<file path="src/design/swm_pkg.sv">
// ----------------------------------------------------------------------------
// swm_pkg
// Shared types and constants for the sliding window maximum unit.
// ----------------------------------------------------------------------------
package swm_pkg;

   localparam int unsigned CSR_BITS = 5;
   localparam logic [CSR_BITS-1:0] WINDOW_LEN_RESET = 5'd10;

   // Per-cycle command broadcast to every cell of the chain
   typedef struct packed {
      logic step;     // an item is taken in this cycle
      logic trim;     // no item; drop the front entry and move the list up
      logic restart;  // clear the list before this item enters
      logic shift;    // front entry leaves the window this step
   } cell_ctl_type;

endpackage

</file>
<file path="src/design/sliding_window_maximum_unit.sv">
// ----------------------------------------------------------------------------
// sliding_window_maximum_unit
// Streaming maximum over the last window_len samples (clamped to 1 to
// WINDOW_MAX), kept as a monotonic candidate list in a row of cells.
// ----------------------------------------------------------------------------
//  channel   ports                              direction  notes
//  req       req_valid/req_stall, sample/restart in        one sample per item
//  rsp       rsp_valid/rsp_stall, window_max    out        zero or one per item
//  csr       csr_wr_en/csr_wr_data              in         window_len, no read
//
//  One item per cycle; every cell compares and shifts in the same cycle, and
//  the result is registered, so it shows up the cycle after its item is taken.
//  After window_len is lowered, aged-out front entries past the first are
//  dropped one per cycle with req_stall high; the last goes with the next item.
//  Reset empties the list and the fill count and sets window_len to 10.
//  A result held by rsp_stall blocks new items until it is taken.
// ----------------------------------------------------------------------------
module sliding_window_maximum_unit #(
   parameter int unsigned WINDOW_MAX  = 16,
   parameter int unsigned SAMPLE_BITS = 16
) (
   input  logic                          clock,
   input  logic                          reset,
   input  logic                          req_valid,
   output logic                          req_stall,
   input  logic signed [SAMPLE_BITS-1:0] req_sample,
   input  logic                          req_restart,
   output logic                          rsp_valid,
   input  logic                          rsp_stall,
   output logic signed [SAMPLE_BITS-1:0] rsp_window_max,
   input  logic                          csr_wr_en,
   input  logic [swm_pkg::CSR_BITS-1:0]  csr_wr_data
);
   import swm_pkg::*;

   localparam int unsigned LEN_W = $clog2(WINDOW_MAX + 1);

   logic [CSR_BITS-1:0]           window_len_ff, window_len_in;
   logic [LEN_W-1:0]              fill_ff, fill_in;
   logic                          rsp_valid_ff, rsp_valid_in;
   logic signed [SAMPLE_BITS-1:0] rsp_max_ff, rsp_max_in;

   logic [LEN_W-1:0]              eff_len;
   logic [LEN_W:0]                age0_inc, age1_inc;
   logic                          trim_need;
   logic                          accept;
   logic [LEN_W-1:0]              fill_base;
   cell_ctl_type                  ctl;

   logic                          c_valid [WINDOW_MAX+1];
   logic signed [SAMPLE_BITS-1:0] c_value [WINDOW_MAX+1];
   logic [LEN_W-1:0]              c_age   [WINDOW_MAX+1];
   logic                          c_keep  [WINDOW_MAX];
   logic signed [SAMPLE_BITS-1:0] c_next  [WINDOW_MAX];

   // empty slot past the last cell
   assign c_valid[WINDOW_MAX] = 1'b0;
   assign c_value[WINDOW_MAX] = '0;
   assign c_age[WINDOW_MAX]   = '0;

   always_comb begin
      if (window_len_ff == '0) begin
         eff_len = LEN_W'(1);
      end else if (32'(window_len_ff) > 32'(WINDOW_MAX)) begin
         eff_len = LEN_W'(WINDOW_MAX);
      end else begin
         eff_len = LEN_W'(window_len_ff);
      end

      age0_inc = {1'b0, c_age[0]} + {{LEN_W{1'b0}}, 1'b1};
      age1_inc = {1'b0, c_age[1]} + {{LEN_W{1'b0}}, 1'b1};

      // more than one entry would leave the window: drop front ones first
      trim_need = c_valid[0] & c_valid[1] & (age1_inc >= {1'b0, eff_len});
      req_stall = trim_need | (rsp_valid_ff & rsp_stall);
      accept    = req_valid & ~req_stall;

      ctl.step    = accept;
      ctl.trim    = trim_need;
      ctl.restart = req_restart;
      ctl.shift   = accept & ~req_restart & c_valid[0] &
                    (age0_inc >= {1'b0, eff_len});

      fill_base = req_restart ? '0 : fill_ff;
      fill_in   = fill_ff;
      if (accept) begin
         fill_in = (fill_base >= eff_len) ? eff_len : fill_base + LEN_W'(1);
      end

      rsp_valid_in = rsp_valid_ff;
      rsp_max_in   = rsp_max_ff;
      if (accept) begin
         rsp_valid_in = (fill_in == eff_len);
         rsp_max_in   = c_next[0];
      end else if (~rsp_stall) begin
         rsp_valid_in = 1'b0;
      end

      window_len_in = csr_wr_en ? csr_wr_data : window_len_ff;
   end

   for (genvar i = 0; i < WINDOW_MAX; i++) begin : g_cell
      swm_cell #(
         .SAMPLE_BITS (SAMPLE_BITS),
         .LEN_W       (LEN_W)
      ) u_cell (
         .clock       (clock),
         .reset       (reset),
         .ctl         (ctl),
         .sample      (req_sample),
         .eff_len     (eff_len),
         .right_valid (c_valid[i+1]),
         .right_value (c_value[i+1]),
         .right_age   (c_age[i+1]),
         .first_cell  (i == 0),
         .left_keep   ((i == 0) ? 1'b0 : c_keep[(i == 0) ? 0 : i-1]),
         .valid       (c_valid[i]),
         .value       (c_value[i]),
         .age         (c_age[i]),
         .keep        (c_keep[i]),
         .next_value  (c_next[i])
      );
   end

   always_ff @(posedge clock) begin
      if (reset) begin
         window_len_ff <= WINDOW_LEN_RESET;
         fill_ff       <= '0;
         rsp_valid_ff  <= 1'b0;
      end else begin
         window_len_ff <= window_len_in;
         fill_ff       <= fill_in;
         rsp_valid_ff  <= rsp_valid_in;
      end
      rsp_max_ff <= rsp_max_in;
   end

   assign rsp_valid      = rsp_valid_ff;
   assign rsp_window_max = rsp_max_ff;

endmodule

</file>
<file path="src/design/swm_cell.sv">
// ----------------------------------------------------------------------------
// swm_cell
// One slot of the candidate list: value, age and valid, with neighbor handoff.
// ----------------------------------------------------------------------------
module swm_cell #(
   parameter int unsigned SAMPLE_BITS = 16,
   parameter int unsigned LEN_W       = 5
) (
   input  logic                          clock,
   input  logic                          reset,
   input  swm_pkg::cell_ctl_type         ctl,
   input  logic signed [SAMPLE_BITS-1:0] sample,
   input  logic [LEN_W-1:0]              eff_len,
   input  logic                          right_valid,
   input  logic signed [SAMPLE_BITS-1:0] right_value,
   input  logic [LEN_W-1:0]              right_age,
   input  logic                          first_cell,
   input  logic                          left_keep,
   output logic                          valid,
   output logic signed [SAMPLE_BITS-1:0] value,
   output logic [LEN_W-1:0]              age,
   output logic                          keep,
   output logic signed [SAMPLE_BITS-1:0] next_value
);
   import swm_pkg::*;

   logic                          valid_ff, valid_in;
   logic signed [SAMPLE_BITS-1:0] value_ff, value_in;
   logic [LEN_W-1:0]              age_ff, age_in;

   logic                          src_valid;
   logic signed [SAMPLE_BITS-1:0] src_value;
   logic [LEN_W-1:0]              src_age;
   logic [LEN_W:0]                src_age_inc;
   logic                          append;

   always_comb begin
      src_valid   = ctl.shift ? right_valid : valid_ff;
      src_value   = ctl.shift ? right_value : value_ff;
      src_age     = ctl.shift ? right_age   : age_ff;
      src_age_inc = {1'b0, src_age} + {{LEN_W{1'b0}}, 1'b1};

      // survivors stay a contiguous prefix, so the new sample lands just behind them
      keep   = ctl.step & src_valid & ~ctl.restart & (src_value >= sample) &
               (src_age_inc < {1'b0, eff_len});
      append = ctl.step & ~keep & (first_cell | left_keep);

      valid_in = valid_ff;
      value_in = value_ff;
      age_in   = age_ff;
      if (ctl.trim) begin
         valid_in = right_valid;
         value_in = right_value;
         age_in   = right_age;
      end else if (ctl.step) begin
         valid_in = keep | append;
         value_in = append ? sample : src_value;
         age_in   = append ? '0 : src_age_inc[LEN_W-1:0];
      end
   end

   always_ff @(posedge clock) begin
      if (reset) begin
         valid_ff <= 1'b0;
      end else begin
         valid_ff <= valid_in;
      end
      value_ff <= value_in;
      age_ff   <= age_in;
   end

   assign valid      = valid_ff;
   assign value      = value_ff;
   assign age        = age_ff;
   assign next_value = value_in;

endmodule
</file>
<file path="config.mk">
export PLATFORM = sky130hd
export DESIGN_NAME = sliding_window_maximum_unit
export DESIGN_NICKNAME = d
export VERILOG_FILES = /design/src/design/swm_pkg.sv /design/src/design/sliding_window_maximum_unit.sv /design/src/design/swm_cell.sv
export SDC_FILE = /design/constraint.sdc
export NUM_CORES = 1
export LEC_CHECK = 0
export BUFFER_PORTS_ARGS = -buffer_cell sky130_fd_sc_hd__buf_2
export CELL_PAD_IN_SITES_DETAIL_PLACEMENT = 1
export CELL_PAD_IN_SITES_GLOBAL_PLACEMENT = 2
export CORE_UTILIZATION = 36
export CTS_BUF_LIST = sky130_fd_sc_hd__clkbuf_16
export DETAILED_ROUTE_END_ITERATION = 16
export PLACE_DENSITY_LB_ADDON = 0.1
export SYNTH_ARGS = -nofsm -noshare
export SYNTH_HDL_FRONTEND = slang
export SYNTH_SLANG_ARGS = --single-unit
</file>
<file path="constraint.sdc">
create_clock -name clock -period 8.92 [get_ports clock]
set_clock_uncertainty 0.2 [all_clocks]
set_input_delay 0.892 -clock clock [delete_from_list [all_inputs] [get_ports clock]]
set_output_delay 0.892 -clock clock [all_outputs]
set_load 0.1 [all_outputs]
</file>
==> results of run 1 <==
Yosys cell counts (5+ instances only):
| master | number |
|---|---|
| sky130_fd_sc_hd__a2111oi_0 | 6 |
| sky130_fd_sc_hd__a211o_1 | 9 |
| sky130_fd_sc_hd__a211oi_1 | 30 |
| sky130_fd_sc_hd__a211oi_2 | 5 |
| sky130_fd_sc_hd__a21o_1 | 53 |
| sky130_fd_sc_hd__a21oi_1 | 271 |
| sky130_fd_sc_hd__a221o_1 | 65 |
| sky130_fd_sc_hd__a22o_1 | 6 |
| sky130_fd_sc_hd__a22oi_1 | 32 |
| sky130_fd_sc_hd__a311o_1 | 8 |
| sky130_fd_sc_hd__a31oi_1 | 33 |
| sky130_fd_sc_hd__a32oi_1 | 16 |
| sky130_fd_sc_hd__and2_1 | 32 |
| sky130_fd_sc_hd__and3_1 | 11 |
| sky130_fd_sc_hd__and4_1 | 9 |
| sky130_fd_sc_hd__buf_1 | 8 |
| sky130_fd_sc_hd__buf_2 | 44 |
| sky130_fd_sc_hd__buf_4 | 5 |
| sky130_fd_sc_hd__clkbuf_1 | 203 |
| sky130_fd_sc_hd__dfxtp_1 | 64 |
| sky130_fd_sc_hd__edfxtp_1 | 315 |
| sky130_fd_sc_hd__ha_1 | 354 |
| sky130_fd_sc_hd__inv_1 | 41 |
| sky130_fd_sc_hd__mux2_2 | 22 |
| sky130_fd_sc_hd__mux2i_1 | 90 |
| sky130_fd_sc_hd__nand2_1 | 1228 |
| sky130_fd_sc_hd__nand2b_1 | 17 |
| sky130_fd_sc_hd__nand3_1 | 101 |
| sky130_fd_sc_hd__nand4_1 | 42 |
| sky130_fd_sc_hd__nor2_1 | 138 |
| sky130_fd_sc_hd__nor2b_1 | 20 |
| sky130_fd_sc_hd__nor3_1 | 132 |
| sky130_fd_sc_hd__o2111ai_1 | 11 |
| sky130_fd_sc_hd__o211ai_1 | 40 |
| sky130_fd_sc_hd__o21a_1 | 21 |
| sky130_fd_sc_hd__o21ai_0 | 150 |
| sky130_fd_sc_hd__o21ai_1 | 6 |
| sky130_fd_sc_hd__o221a_2 | 14 |
| sky130_fd_sc_hd__o22ai_1 | 6 |
| sky130_fd_sc_hd__o31ai_1 | 121 |
| sky130_fd_sc_hd__or3_1 | 23 |
| sky130_fd_sc_hd__xnor2_1 | 39 |
| sky130_fd_sc_hd__xor2_1 | 34 |
layout by cell type, fill, tap and decap left out, drive strengths merged, types with 65 or more instances in the layout:
cell type and instances:
nor3 134, nand2 1228, o21ai 156, a21oi 272
edfxtp 315, nand3 101, nor2 141, mux2i 90
ha 354, a221o 65, o31ai 121, buf 122
metal layers:
metal / vias to the layer above / track usage, % / wire length (um)
li1: 14140 / - / -
met1: 15670 / 39.03 / 60330
met2: 741 / 51.23 / 65650
met3: 214 / 3.100 / 5609
met4: 4 / 9.159 / 4068
met5: - / 0 / 23
logic make-up after synthesis:
family          count (synthesis)  synth area share (%)
compound gates                930                 19.52
simple gates                 1779                 23.49
fa+ha+maj                     354                 13.88
mux                           112                 3.598
buf+inv                       304                 3.876
xor+xnor                       73                 2.003
flops                         379                 33.65
stage by stage:
| step | instances | utilization [%] |
|---|---|---|
| finish | 5042 | 40.02 |
| detailed placement | 4945 | 38.12 |
| floorplan | 3931 | - |
| global route | 5042 | 40.02 |
| CTS | 5042 | 40.02 |
| global placement | 4945 | 38.12 |
report_power, final:
part | leakage, nW | internal, mW | switching (mW)
sequential | 3.63 | 2.48 | 0.576
clock | 0.847 | 1.21 | 0.927
combinational | 10.2 | 1.23 | 1.95
how the worst max path moves through the flow:
stage | to
after floorplan | g_cell[0].u_cell.age[0]$_DFFE_PP_
after global placement | g_cell[4].u_cell.value[0]$_DFFE_PP_
after detailed placement | g_cell[4].u_cell.age[0]$_DFFE_PP_
after CTS | g_cell[7].u_cell.value[5]$_DFFE_PP_
after global routing | g_cell[7].u_cell.value[5]$_DFFE_PP_
final | g_cell[7].u_cell.value[5]$_DFFE_PP_
sequential cells by signal, indices dropped and copies added, names as in the netlist:
name and cells:
g_cell.u_cell.value 256, g_cell.u_cell.age 80, g_cell.u_cell.valid 16, rsp_window_max 16
fill_ff 5, window_len_ff 5, rsp_valid 1
cell type report:
cell class	count	area (um2)
multi-input cells	3248	20050
fillers	10400	52360
repair buffers	122	880.8
flip-flops and latches	379	10740
clock buffers	54	1351
clock inverters	43	306.5
well taps	1155	1445
inverters	41	157.7
==> flow_summary.rst, run 1 <==
.. list-table::
   :header-rows: 1

   * - Metric
     - Value
   * - Power density of the placed cells
     - 239.5 mW/mm2
   * - # setup viols final
     - 0
   * - Count of state elements after synthesis
     - 379
   * - H-tree depth
     - 2
   * - Hold crit path type
     - in -> reg
   * - End of the worst hold path
     - window_len_ff[1]$_SDFFE_PP1P_
   * - Post-route standard cell area excluding fillers
     - 0.03494 mm2
   * - Cell types with the largest area share after synthesis
     - sky130_fd_sc_hd__edfxtp_1 30%, sky130_fd_sc_hd__nand2_1 14%, sky130_fd_sc_hd__ha_1 14%
   * - Hold buffer count at CTS
     - 0
   * - Outcome
     - completed
   * - Count of antenna diodes in the layout
     - 0
   * - Category of the critical setup timing path
     - reg -> reg
   * - Worst EP required
     - 9.11 ns
   * - Share of final-layout standard cells stronger than drive strength 1
     - 6.895%
   * - Startpoint of the worst setup timing path
     - window_len_ff[1]$_SDFFE_PP1P_
   * - Number of buffers created by CTS
     - 52
   * - Max stage delay on crit path
     - a little over 0.6 ns
   * - Worst setup slack after layout
     - ~1.5 ns
   * - Mapped Nets
     - about 4300
   * - Die width
     - 299.8 um
   * - Final number of hold-violating endpoints
     - 0
   * - Remaining max-slew budget at the tightest pin
     - 16.95%
   * - Routed vias/inst
     - a little over 6
   * - Placement row count
     - 108
   * - Final worst-path cycle share
     - 83.14%
   * - CP delay by family, top
     - compound AO/OA/AOI/OAI gates
   * - Max cap viols
     - 0
   * - 1st-iter DRT viols
     - roughly 2100
   * - EDFF count, synth
     - 315
   * - Final routed wire length divided by cell count
     - 26.91 um
   * - Count of buffering cells on the critical path with inverters included
     - 3
   * - Clock-pin slew on the worst setup and hold paths
     - approximately 0.060 ns
   * - Largest voltage drop on the vdd net
     - 185.8 uV
   * - Total number of cells along the worst setup path
     - 22
   * - Crit path time final
     - 7.416 ns
   * - Sequential cell area fraction in the yosys report
     - 33.65%
   * - Crit Path Max Fanout
     - 33
   * - DRC violations left
     - 0
   * - Post-detailed-routing wire length
     - 135700 um
   * - Endpoint of the worst-slack reg-to-reg timing path
     - g_cell[7].u_cell.value[5]$_DFFE_PP_
   * - CTS max path bufs
     - 3
   * - Peak Freq
     - roughly 130 MHz
   * - Reg2Reg Depth
     - 22
   * - Height of the chip
     - 299.8 um
   * - Arr. time, crit path
     - roughly 7.6 ns
   * - Slowest stage cell on the critical path
     - sky130_fd_sc_hd__a2111oi_0
   * - Remaining antenna violation count after routing
     - 0
   * - Routed vias
     - roughly 31000
   * - Reported leakage power
     - between 10 and 15 nW
   * - Number of top-level pins
     - 45
   * - Buffers inserted by post-CTS timing repair
     - 0
   * - Number of optimization iterations in the first detailed-route pass
     - 5
   * - Resized cells post-CTS
     - 0
   * - Wire length of the first global-routing pass
     - 204900 um
   * - Share of flip-flops with an asynchronous set or reset after synthesis
     - 0%
   * - Library cell appearing most often on the critical path
     - sky130_fd_sc_hd__ha_1
   * - Starting utilization of the core area
     - 36.57%
   * - Most used flip-flop cell after synthesis
     - sky130_fd_sc_hd__edfxtp_1
   * - Cell-by-cell trace of the critical path
     - nor3_1, o21ai_2, inv_1, ha_1, nand2b_1, a2111oi_0, o21a_1, a211o_4, buf_4, mux2_2, ha_1, nand3_1, xor2_1, o21ai_0, ha_1, a21oi_1, nor4b_1, nand4_1, nor2_1, buf_4, a22oi_1, a221o_1
   * - RSZ-0062 raised after global routing
     - no
   * - Final #Nets
     - 4225
   * - Routability cong.
     - 0.9059
   * - Slew at the pin closest to its max-slew limit
     - roughly 1.2 ns
   * - Buffer cell driving the clock tree root
     - sky130_fd_sc_hd__clkbuf_16
   * - GRT overflow
     - 0
   * - Placed wire-length estimate
     - 94860 um
   * - Average cell area after synthesis
     - about 8 um2
   * - Post-route worst hold slack
     - 0.2644 ns
   * - # clock sinks
     - 379
   * - Share of the synthesized area in the top cell type
     - 29.63%
   * - Placed instance area
     - about 0.033 mm2
   * - Initial antenna violation count
     - 2
   * - Vias in the first global route
     - 31810
   * - Total die area
     - between 0.08 and 0.09 mm2
   * - Register-to-register setup slack
     - 1.50 ns
   * - Type of origin of the critical path
     - flip-flop
   * - Sum of internal, switching and leakage power
     - 8.368 mW
   * - Cell variety after synth
     - 72
   * - DP Worst Slack
     - 1.591 ns
   * - Mapped Area
     - 0.03192 mm2
   * - Number of input and output port buffers inserted
     - 44
   * - Endpoint class of the critical path
     - flip-flop
   * - Cell accounting for the most synthesized area
     - sky130_fd_sc_hd__edfxtp_1
   * - Maximum number of pins on one net before global-route repair
     - 175
   * - Instance count along the most critical hold path
     - 2
   * - R2R Path Start
     - window_len_ff[1]$_SDFFE_PP1P_
   * - Number of warnings printed during yosys synthesis
     - 0
   * - Clk_lat worst skew
     - roughly 0.65 ns
   * - Start point of the worst min-delay path
     - csr_wr_data[1]
   * - Area Growth Syn to Fin
     - 9.442%
   * - GRT Util Overall
     - 29.76%
   * - Area inside the core boundary
     - 0.08729 mm2
   * - Sum of negative setup slack
     - 0 ns
   * - Number of pins with negative max-slew slack in the final report
     - 0
   * - Clock tree from TritonCTS
     - done
   * - Post-synthesis cell count
     - 3931
Power figures use the tool's default switching activity.
==> run 2: changes to the inputs <==
--- a/config.mk
+++ b/config.mk
@@ -8,7 +8,7 @@
 export BUFFER_PORTS_ARGS = -buffer_cell sky130_fd_sc_hd__buf_2
 export CELL_PAD_IN_SITES_DETAIL_PLACEMENT = 1
 export CELL_PAD_IN_SITES_GLOBAL_PLACEMENT = 2
-export CORE_UTILIZATION = 36
+export CORE_UTILIZATION = 40
 export CTS_BUF_LIST = sky130_fd_sc_hd__clkbuf_16
 export DETAILED_ROUTE_END_ITERATION = 16
 export PLACE_DENSITY_LB_ADDON = 0.1
==> constraint.sdc (replaced) <==
create_clock -name clock -period 7.47 [get_ports clock]
set_clock_uncertainty 0.2 [all_clocks]
set_input_delay 0.747 -clock clock [delete_from_list [all_inputs] [get_ports clock]]
set_output_delay 0.747 -clock clock [all_outputs]
set_load 0.1 [all_outputs]
==> run 2 against run 1 <==
Global-route usage grew 2.0 points. Largest power group unchanged. Combinational power rose by 19%. Fmax up 6.7%. First-iteration DRC count increased by 21%. Non-clock buffer count rose by 3. Total power up 18%. Critical path type unchanged. Final cell count fell by 2.0%. Flip-flop and latch count unchanged. Count of clock-buffer cells in the layout decreased by 1. Final area about the same. Utilization up 4.2 points. Clock power grew 16%.
==> flow_summary.rst, run 2 (synthesis results as in run 1) <==
.. list-table::
   :header-rows: 1

   * - Metric
     - Value
   * - Worst setup slack after layout
     - 0.5211 ns (-0.9825 ns)
   * - Arr. time, crit path
     - 7.08 ns (-0.53 ns)
   * - Crit Path Max Fanout
     - 108 (+230%)
   * - CTS max path bufs
     - 3 (unchanged)
   * - Clock tree from TritonCTS
     - done
   * - Power density of the placed cells
     - 282.2 mW/mm2 (+18%)
   * - Remaining max-slew budget at the tightest pin
     - 28.53% (+12 points)
   * - Area Growth Syn to Fin
     - 9.517% (about the same)
   * - Startpoint of the worst setup timing path
     - window_len_ff[4]$_SDFFE_PP0P_
   * - Number of pins with negative max-slew slack in the final report
     - 0 (unchanged)
   * - Reported leakage power
     - 14.71 nW (+0.40%)
   * - Number of optimization iterations in the first detailed-route pass
     - 6 (+1)
   * - Number of flip-flops under the largest register name
     - 256 (unchanged)
   * - Buffers inserted by post-CTS timing repair
     - 0 (unchanged)
   * - # clock sinks
     - 379 (unchanged)
   * - # setup viols final
     - 0 (unchanged)
   * - Final #Nets
     - 4228 (+0.071%)
   * - Wire length of the first global-routing pass
     - 198400 um (-3.1%)
   * - Remaining antenna violation count after routing
     - 0 (unchanged)
   * - Post-route standard cell area excluding fillers
     - 0.03496 mm2 (about the same)
   * - Post-route worst hold slack
     - 0.1420 ns (-0.1224 ns)
   * - 1st-iter DRT viols
     - 2504 (+21%)
   * - Vias in the first global route
     - 31880 (+0.22%)
   * - Outcome
     - completed
   * - Maximum number of pins on one net before global-route repair
     - 157 (-10%)
   * - Max cap viols
     - 0 (unchanged)
   * - DP Worst Slack
     - 0.6316 ns (-0.9596 ns)
   * - Final worst-path cycle share
     - 93.02% (+9.9 points)
   * - Peak Freq
     - 143.9 MHz (+6.7%)
   * - Initial antenna violation count
     - 1 (-1)
   * - GRT Util Overall
     - 31.77% (+2.0 points)
   * - Post-route insts no fill
     - 4941 (-2.0%)
   * - DRC violations left
     - 0 (unchanged)
   * - R2R Path Start
     - window_len_ff[4]$_SDFFE_PP0P_
   * - Slew at the pin closest to its max-slew limit
     - 1.069 ns (-0.1751 ns)
   * - Area inside the core boundary
     - 0.07900 mm2 (-9.5%)
   * - Number of input and output port buffers inserted
     - 44 (unchanged)
   * - Buffer cell driving the clock tree root
     - sky130_fd_sc_hd__clkbuf_16
   * - Start point of the worst min-delay path
     - csr_wr_data[1]
   * - Sequential cell area
     - 0.01075 mm2 (about the same)
   * - Leading cell type in the layout, fill and taps excluded
     - sky130_fd_sc_hd__nand2_1
   * - Placed instance area
     - 0.03335 mm2 (+0.20%)
   * - Height of the chip
     - 284.5 um (-5.1%)
   * - Total die area
     - 0.08094 mm2 (-9.9%)
   * - Area of the multi-input gates
     - 0.02010 mm2 (+0.22%)
   * - Worst EP required
     - 7.60 ns (-1.51 ns)
   * - Category of the critical setup timing path
     - reg -> reg
   * - Hold buffer count at CTS
     - 0 (unchanged)
   * - Sum of negative setup slack
     - 0 ns (unchanged)
   * - GRT overflow
     - 0 (unchanged)
   * - Endpoint class of the critical path
     - flip-flop
   * - Final routed wire length divided by cell count
     - 26.55 um (-1.3%)
   * - Clk_lat worst skew
     - 0.61 ns (-0.04 ns)
   * - Crit path time final
     - 6.949 ns (-0.4675 ns)
   * - Clock-pin slew on the worst setup and hold paths
     - 0.06 ns (about the same)
   * - Sum of internal, switching and leakage power
     - 9.866 mW (+18%)
   * - Most frequent cells in the layout
     - 1224 x sky130_fd_sc_hd__nand2_1, 354 x sky130_fd_sc_hd__ha_1, 315 x sky130_fd_sc_hd__edfxtp_1, 271 x sky130_fd_sc_hd__a21oi_1, 150 x sky130_fd_sc_hd__o21ai_0
   * - RSZ-0062 raised after global routing
     - no
   * - Resized cells post-CTS
     - 0 (unchanged)
   * - Type of origin of the critical path
     - flip-flop
   * - Final number of hold-violating endpoints
     - 0 (unchanged)
   * - Number of top-level pins
     - 45 (unchanged)
   * - Share of final-layout standard cells stronger than drive strength 1
     - 6.968% (+0.074 points)
   * - Placement row count
     - 103 (-4.6%)
   * - Starting utilization of the core area
     - 40.41% (+3.8 points)
   * - Routed vias
     - 30810 (+0.12%)
   * - Routed vias/inst
     - 6.236 (+2.2%)
   * - Cells after DPL
     - 4843 (-2.1%)
   * - Fillers
     - 9390 (-9.7%)
   * - Routability cong.
     - 0.9176 (+1.3%)
   * - Die width
     - 284.5 um (-5.1%)
   * - Hold crit path type
     - in -> reg
   * - Number of buffers created by CTS
     - 52 (unchanged)
   * - Placed wire-length estimate
     - 90400 um (-4.7%)
   * - Core Util, Final
     - 44.25% (+4.2 points)
   * - Largest voltage drop on the vdd net
     - 158.8 uV (-15%)
   * - Post-detailed-routing wire length
     - 131200 um (-3.3%)
   * - H-tree depth
     - 2 (unchanged)
## run 2: worst max-delay path, stage by stage, from the launching register on
cell,delay (ns)
sky130_fd_sc_hd__dfxtp_1,0.43
sky130_fd_sc_hd__inv_2,0.14
sky130_fd_sc_hd__nand2_4,0.37
sky130_fd_sc_hd__ha_1,0.31
sky130_fd_sc_hd__a2111o_1,0.44
sky130_fd_sc_hd__a311o_1,0.45
sky130_fd_sc_hd__a211o_4,0.53
sky130_fd_sc_hd__buf_12,0.27
sky130_fd_sc_hd__nand2_1,0.18
sky130_fd_sc_hd__nand2_1,0.10
sky130_fd_sc_hd__ha_1,0.42
sky130_fd_sc_hd__nand2_1,0.13
sky130_fd_sc_hd__nor4_1,0.54
sky130_fd_sc_hd__o21ai_0,0.18
sky130_fd_sc_hd__a211o_1,0.28
sky130_fd_sc_hd__and3_1,0.24
sky130_fd_sc_hd__a211o_1,0.37
sky130_fd_sc_hd__or2_2,0.53
sky130_fd_sc_hd__a21oi_1,0.26
sky130_fd_sc_hd__o31ai_1,0.09
## run 2: layer usage
| layer | global-route usage (%) | wire, um | part of all wire, % |
|---|---|---|---|
| met5 | 0 | 0 | 0 |
| met4 | 12.35 | 4981 | 3.8 |
| met1 | 42.25 | 57390 | 44 |
| met3 | 3.234 | 7357 | 5.6 |
| met2 | 52.84 | 61480 | 47 |
## run 2: final timing paths
path | cells past startpoint | endpoint | slack [ns]
max | 19 | g_cell[4].u_cell.value[11]$_DFFE_PP_ | 0.52
min | 2 | window_len_ff[1]$_SDFFE_PP1P_ | 0.14
max reg2reg | 19 | g_cell[4].u_cell.value[11]$_DFFE_PP_ | 0.52
min reg2reg | 2 | fill_ff[0]$_SDFF_PP0_ | 0.28
## run 2: report_power, final
part           leakage (nW)  switching, mW  internal, mW
registers              3.63          0.667          2.96
logic                  10.2           2.29          1.48
clock network         0.849           1.06          1.41
## run 2: layout make-up
| cell class | count | area share, % |
|---|---|---|
| Multi-Input combinational cell | 3248 | 57.49 |
| Tap cell | 1050 | 3.758 |
| Timing Repair Buffer | 125 | 2.942 |
| Inverter | 41 | 0.4509 |
| Antenna cell | 2 | 0.01432 |
| Clock buffer | 53 | 3.794 |
| Clock inverter | 43 | 0.8088 |
| Sequential cell | 379 | 30.74 |
